<file path="src/design/met_pkg.sv">
`default_nettype none
package met_pkg;

  localparam int unsigned MAX_COLUMNS   = 1024;
  localparam int unsigned MAX_ROWS      = 1024;
  localparam int unsigned FRACTION_BITS = 28;

  localparam int unsigned INDEX_W  = 10;
  localparam int unsigned COORD_W  = 32;
  localparam int unsigned COUNT_W  = 8;
  localparam int unsigned PROD_C_W = COORD_W + INDEX_W + 1;
  localparam int unsigned WIDE_W   = 2 * COORD_W;
  localparam int unsigned ADDR_W   = 5;
  localparam int unsigned DATA_W   = 32;

  localparam logic signed [COORD_W-1:0] X_ORIGIN_RST = -32'sd603979776;
  localparam logic signed [COORD_W-1:0] Y_ORIGIN_RST = -32'sd335544320;
  localparam logic signed [COORD_W-1:0] X_STEP_RST   = 32'sd6100806;
  localparam logic signed [COORD_W-1:0] Y_STEP_RST   = 32'sd20336019;
  localparam logic [COUNT_W-1:0]        LIMIT_RST    = 8'd64;

  typedef enum logic [2:0] {
    REG_X_ORIGIN = 3'd0,
    REG_Y_ORIGIN = 3'd1,
    REG_X_STEP   = 3'd2,
    REG_Y_STEP   = 3'd3,
    REG_LIMIT    = 3'd4
  } met_reg_e;

  typedef enum logic [2:0] {
    ST_IDLE,
    ST_C_MUL,
    ST_C_ADD,
    ST_Z_SQR,
    ST_Z_UPD,
    ST_HOLD
  } met_state_e;

  typedef struct packed {
    logic load_in;
    logic mul_c;
    logic init_z;
    logic mul_z;
    logic step_z;
    logic load_out;
  } met_cmd_t;

  typedef struct packed {
    logic done;
  } met_status_t;

  function automatic logic signed [COORD_W-1:0] sat32(input logic signed [WIDE_W-1:0] v);
    logic signed [WIDE_W-1:0] hi;
    logic signed [WIDE_W-1:0] lo;
    hi = WIDE_W'($signed({1'b0, {(COORD_W-1){1'b1}}}));
    lo = WIDE_W'($signed({1'b1, {(COORD_W-1){1'b0}}}));
    if (v > hi) begin
      return hi[COORD_W-1:0];
    end else if (v < lo) begin
      return lo[COORD_W-1:0];
    end
    return v[COORD_W-1:0];
  endfunction

endpackage
`default_nettype wire

</file>
<file path="src/design/met_ctrl.sv">
`default_nettype none
module met_ctrl (
  input  wire logic                  clk_i,
  input  wire logic                  rst_ni,
  input  wire logic                  in_valid_i,
  output logic                       in_ready_o,
  output logic                       out_valid_o,
  input  wire logic                  out_ready_i,
  input  wire met_pkg::met_status_t  status_i,
  output met_pkg::met_cmd_t          cmd_o
);

  met_pkg::met_state_e state_q, state_d;
  logic out_valid_q, out_valid_d;
  logic out_free;

  assign out_free = !out_valid_q || out_ready_i;

  always_comb begin
    state_d = state_q;
    unique case (state_q)
      met_pkg::ST_IDLE:  if (in_valid_i) state_d = met_pkg::ST_C_MUL;
      met_pkg::ST_C_MUL: state_d = met_pkg::ST_C_ADD;
      met_pkg::ST_C_ADD: state_d = met_pkg::ST_Z_SQR;
      met_pkg::ST_Z_SQR: state_d = met_pkg::ST_Z_UPD;
      met_pkg::ST_Z_UPD: begin
        if (!status_i.done) begin
          state_d = met_pkg::ST_Z_SQR;
        end else if (out_free) begin
          state_d = met_pkg::ST_IDLE;
        end else begin
          state_d = met_pkg::ST_HOLD;
        end
      end
      met_pkg::ST_HOLD:  if (out_free) state_d = met_pkg::ST_IDLE;
      default:           state_d = met_pkg::ST_IDLE;
    endcase
  end

  always_comb begin
    cmd_o          = '0;
    cmd_o.load_in  = (state_q == met_pkg::ST_IDLE) && in_valid_i;
    cmd_o.mul_c    = (state_q == met_pkg::ST_C_MUL);
    cmd_o.init_z   = (state_q == met_pkg::ST_C_ADD);
    cmd_o.mul_z    = (state_q == met_pkg::ST_Z_SQR);
    cmd_o.step_z   = (state_q == met_pkg::ST_Z_UPD) && !status_i.done;
    cmd_o.load_out = (((state_q == met_pkg::ST_Z_UPD) && status_i.done) ||
                      (state_q == met_pkg::ST_HOLD)) && out_free;
    in_ready_o     = (state_q == met_pkg::ST_IDLE);
  end

  always_comb begin
    out_valid_d = out_valid_q;
    if (cmd_o.load_out) begin
      out_valid_d = 1'b1;
    end else if (out_ready_i) begin
      out_valid_d = 1'b0;
    end
  end

  assign out_valid_o = out_valid_q;

  always_ff @(posedge clk_i or negedge rst_ni) begin
    if (!rst_ni) begin
      state_q     <= met_pkg::ST_IDLE;
      out_valid_q <= 1'b0;
    end else begin
      state_q     <= state_d;
      out_valid_q <= out_valid_d;
    end
  end

endmodule
`default_nettype wire

</file>
<file path="config.mk">
export PLATFORM = sky130hd
export DESIGN_NAME = met_ctrl
export DESIGN_NICKNAME = d
export VERILOG_FILES = /design/src/design/met_pkg.sv /design/src/design/met_ctrl.sv
export SDC_FILE = /design/constraint.sdc
export NUM_CORES = 1
export LEC_CHECK = 0
export BUFFER_PORTS_ARGS = -buffer_cell sky130_fd_sc_hd__buf_2
export CORE_AREA = 2 2 39 41
export CTS_CLUSTER_SIZE = 16
export DETAILED_ROUTE_END_ITERATION = 10
export DIE_AREA = 0 0 41 43
export MAX_ROUTING_LAYER = met4
export PLACE_DENSITY = 0.36
export SLEW_MARGIN = 20
export SYNTH_ARGS = -nofsm -noshare
export SYNTH_HDL_FRONTEND = slang
export SYNTH_SLANG_ARGS = --single-unit
</file>
<file path="constraint.sdc">
create_clock -name clk_i -period 1.21 [get_ports clk_i]
set_input_delay 0.121 -clock clk_i [delete_from_list [all_inputs] [get_ports clk_i]]
set_output_delay 0.121 -clock clk_i [all_outputs]
set_load 0.02 [all_outputs]
</file>
==> flow_summary.yaml <==
clock_tree:
  worstSkewPairLatency_ps: 230
  sinks_on_clock_net: 4
  max-clock-path-buffers: 2
  tritoncts.num_buffers: 3
  h_tree_depth: 1
  tritoncts: "done"
  clk_root_buffer_cell: "sky130_fd_sc_hd__clkbuf_4"
  clk_transition_reported_paths_ps: 40
synth:
  syn_avg_cell_area_um2: 9.23
  ys_seq_area_frac: 0.452
  yosys_warnings: 0
  synth.ff_latch_count: 4
  synth-main-ff-cell: "sky130_fd_sc_hd__dfrtp_1"
  gate_count_of_the_mapped_netlist: 24
  post-synth-top-area-fraction: 0.452
  synth_edf_count: 0
  summed_instance_area_of_the_synthesized_netlist_um2: 221
  synth.distinct_cells: 15
  syn_nets: 29
  synthTopCellsByCount: "sky130_fd_sc_hd__dfrtp_1 (4), sky130_fd_sc_hd__nor2_1 (4), sky130_fd_sc_hd__nand2_1 (2), sky130_fd_sc_hd__nor3b_1 (2), sky130_fd_sc_hd__o21ai_0 (2)"
  yosys.area.top_type: "sky130_fd_sc_hd__dfrtp_1"
  synthTopCellsByArea: "sky130_fd_sc_hd__dfrtp_1 (45%), sky130_fd_sc_hd__nor2_1 (6.8%), sky130_fd_sc_hd__nor3b_1 (6.8%), sky130_fd_sc_hd__nor2b_4 (6.2%), sky130_fd_sc_hd__o21ai_0 (4.5%)"
  async_reset_ff_frac: 1.00
timing:
  min_period_over_period: 1.07
  hold_violations: 0
  grt_setup_unrepaired: "true"
  setup_ws_ps: -90.4
  tightestPinTransition_ps: 195
  final-setup-viol-count: 7
  hold_slack_ps: 175
  slew_headroom: 0.869
  clock.fmax_mhz: 769
  finalCriticalPeriod_ps: 1300
  finClkSkew_ps: 1.12
  final_max_slew_viol_count: 0
routing:
  route.antenna.remaining_nets: 0
  routedWlPerCell_um: 10.6
  route.detailed.drc: 0
  route.vias.total: 260
  met2_wirelength_um: 359
  top_signal_layer_used: "met4"
  detail_route.wirelength_um: 666
  vias_per_cell: 4.13
  drt-met1-wl_um: 269
  detailroute.wirelength.met3_um: 23
  drt_pass1_iterations: 3
  initialDrtViolationCount: 2
grt:
  grt_start_max_net_pins: 8
  grt_antenna_before_repair: 0
  overflow_left_after_global_routing: 0
  first_pass_grt_wire_length_mm: 1.09
  track_usage: 0.0999
  vias_in_the_first_global_route: 275
die:
  placeableCoreArea_um2: 1380
  floorplan.rows: 14
  design.die.area_um2: 1760
  top_level_ports: 13
  initial_utilization: 0.160
  die_h_um: 43
  chipWidth_um: 41
placed_design:
  placement.cell_area_um2: 324
  place_congestion: 0.700
  io_buffers: 12
  dp_hpwl_um: 479
power:
  peakVddDrop_uv: 644
  leakage_uw: 0.000225
  net_switching_power_figure_uw: 528
  power.share.sequential: 0.246
  power.switching_fraction: 0.409
  combinational_share_of_power: 0.628
  power_frac_clock: 0.125
  internal_power_uw: 762
  power_per_cell_area_nw_per_um2: 2810
hold_path:
  min_path_cells: 3
  min-delay-path-class: "input port to register"
critical_path:
  worstPathArrival_ps: 1180
  worst_path_largest_cell_delay_ps: 450
  setup.worst_path.start_class: "register"
  crit_path_frequent_cell: "sky130_fd_sc_hd__buf_4"
  worstPathRequired_ps: 1090
  critPathMaxFanout: 4
  classification_of_the_worst_setup_path: "register to output pin"
  reg2reg_depth: 3
  worstPathCellList: "buf_4 -> buf_6 -> nand2_2 -> nor2_2 -> buf_4"
  crit_path_top_delay_cell: "sky130_fd_sc_hd__dfrtp_2"
  cp-end-kind: "output pin"
layout:
  relative_area_change_from_synthesis_to_final_layout_pct: 107
  layout.filler_cells: 149
  n_antenna_cell: 0
  drive_gt1_frac: 0.723
  nets: 54
  postLayoutCellArea_um2: 459
job:
  timing.max_cap.violations: 0
run_status:
  result_of_the_run: "finished, violations left"
  violations: "negative setup slack"
## final cells by class
| type | count | area, µm² | share of cell area |
|---|---|---|---|
| well taps | 16 | 20.0 | 0.0436 |
| multi-input cells | 19 | 146 | 0.319 |
| clock buffers | 3 | 22.5 | 0.0490 |
| repair buffers | 21 | 168 | 0.365 |
| flip-flops and latches | 4 | 103 | 0.223 |
## sequential cells by signal, summed over array words and instances (netlist names)
signal / cells
state_q: 3
out_valid_o: 1
## routing by layer
layer | vias to the layer above | track usage
li1 | 127 | -
met1 | 125 | 0.106
met2 | 6 | 0.134
met3 | 2 | 0.0471
met4 | 0 | 0.0800
met5 | - | -
## cell usage in the layout, fill, tap and decap left out
master                          instances
sky130_fd_sc_hd__and2_4                 1
sky130_fd_sc_hd__nor2b_4                1
sky130_fd_sc_hd__dlygate4sd3_1          1
sky130_fd_sc_hd__clkbuf_4               3
sky130_fd_sc_hd__o21ai_0                1
sky130_fd_sc_hd__dfrtp_2                2
sky130_fd_sc_hd__nor3_2                 1
sky130_fd_sc_hd__o21ai_2                1
sky130_fd_sc_hd__dfrtp_1                2
sky130_fd_sc_hd__nand2b_1               1
sky130_fd_sc_hd__or3_1                  1
sky130_fd_sc_hd__and2_1                 1
sky130_fd_sc_hd__nand2_2                1
sky130_fd_sc_hd__nor3b_4                1
sky130_fd_sc_hd__buf_4                  8
sky130_fd_sc_hd__o22ai_1                1
sky130_fd_sc_hd__nor2b_1                1
sky130_fd_sc_hd__nor2_2                 2
sky130_fd_sc_hd__nor3b_2                1
sky130_fd_sc_hd__nand2_1                1
sky130_fd_sc_hd__o31ai_1                1
sky130_fd_sc_hd__nor2_1                 2
sky130_fd_sc_hd__buf_2                  6
sky130_fd_sc_hd__buf_6                  6
## worst max-delay path: cells and delay by family (launching register included)
kind / cells / cell delay, ps
simple gates: 2 / 90
buf+inv: 3 / 410
flops: 1 / 450
## final timing paths
check / slack [ps] / start / end
min reg2reg: 530 / out_valid_o$_DFFE_PN0P_ / out_valid_o$_DFFE_PN0P_
max: -90 / state_q[1]$_DFFE_PN0P_ / cmd_o[2]
max reg2reg: -10 / state_q[2]$_DFFE_PN0P_ / state_q[1]$_DFFE_PN0P_
min: 170 / out_ready_i / out_valid_o$_DFFE_PN0P_
max in group asynchronous: 850 / rst_ni / state_q[1]$_DFFE_PN0P_
min in group asynchronous: 230 / rst_ni / state_q[2]$_DFFE_PN0P_
## power by group through the flow
stage	clock (µW)	combinational [µW]	sequential, µW
after detailed placement	0	528	310
after global placement	0	522	305
final	161	810	318
after floorplan	0	328	308
after global routing	184	869	328
after CTS	170	678	322
## logic make-up (layout without fill, tap and decap cells)
| logic type | count (synthesis) | after routing | share of synthesized area |
|---|---|---|---|
| AO/OA/AOI/OAI | 4 | 4 | 0.107 |
| buffers and inverters | 1 | 24 | 0.0339 |
| flip-flops | 4 | 4 | 0.452 |
| AND/OR/NAND/NOR | 15 | 15 | 0.407 |
## what timing repair did
item,in CTS,in global routing
endpoints found under the setup margin,8,8
endpoints found under the hold margin,4,0
hold buffers,1,0
cloned,0,0
setup buffers,2,4
gates resized for setup,16,4
pin swaps,7,2
## per-stage QoR
step	total power [µW]	cells	util	TNS [ps]	worst slack, ps
after floorplan	636	24	-	-31.0	-31.0
after global placement	828	53	0.234	0	38.9
after detailed placement	839	53	0.234	0	4.61
after CTS	1170	59	0.298	-359	-90.9
after global routing	1380	63	0.332	-739	-134
final	1290	63	0.332	-309	-90.4
Note: power is estimated with default switching activity, not from simulation.
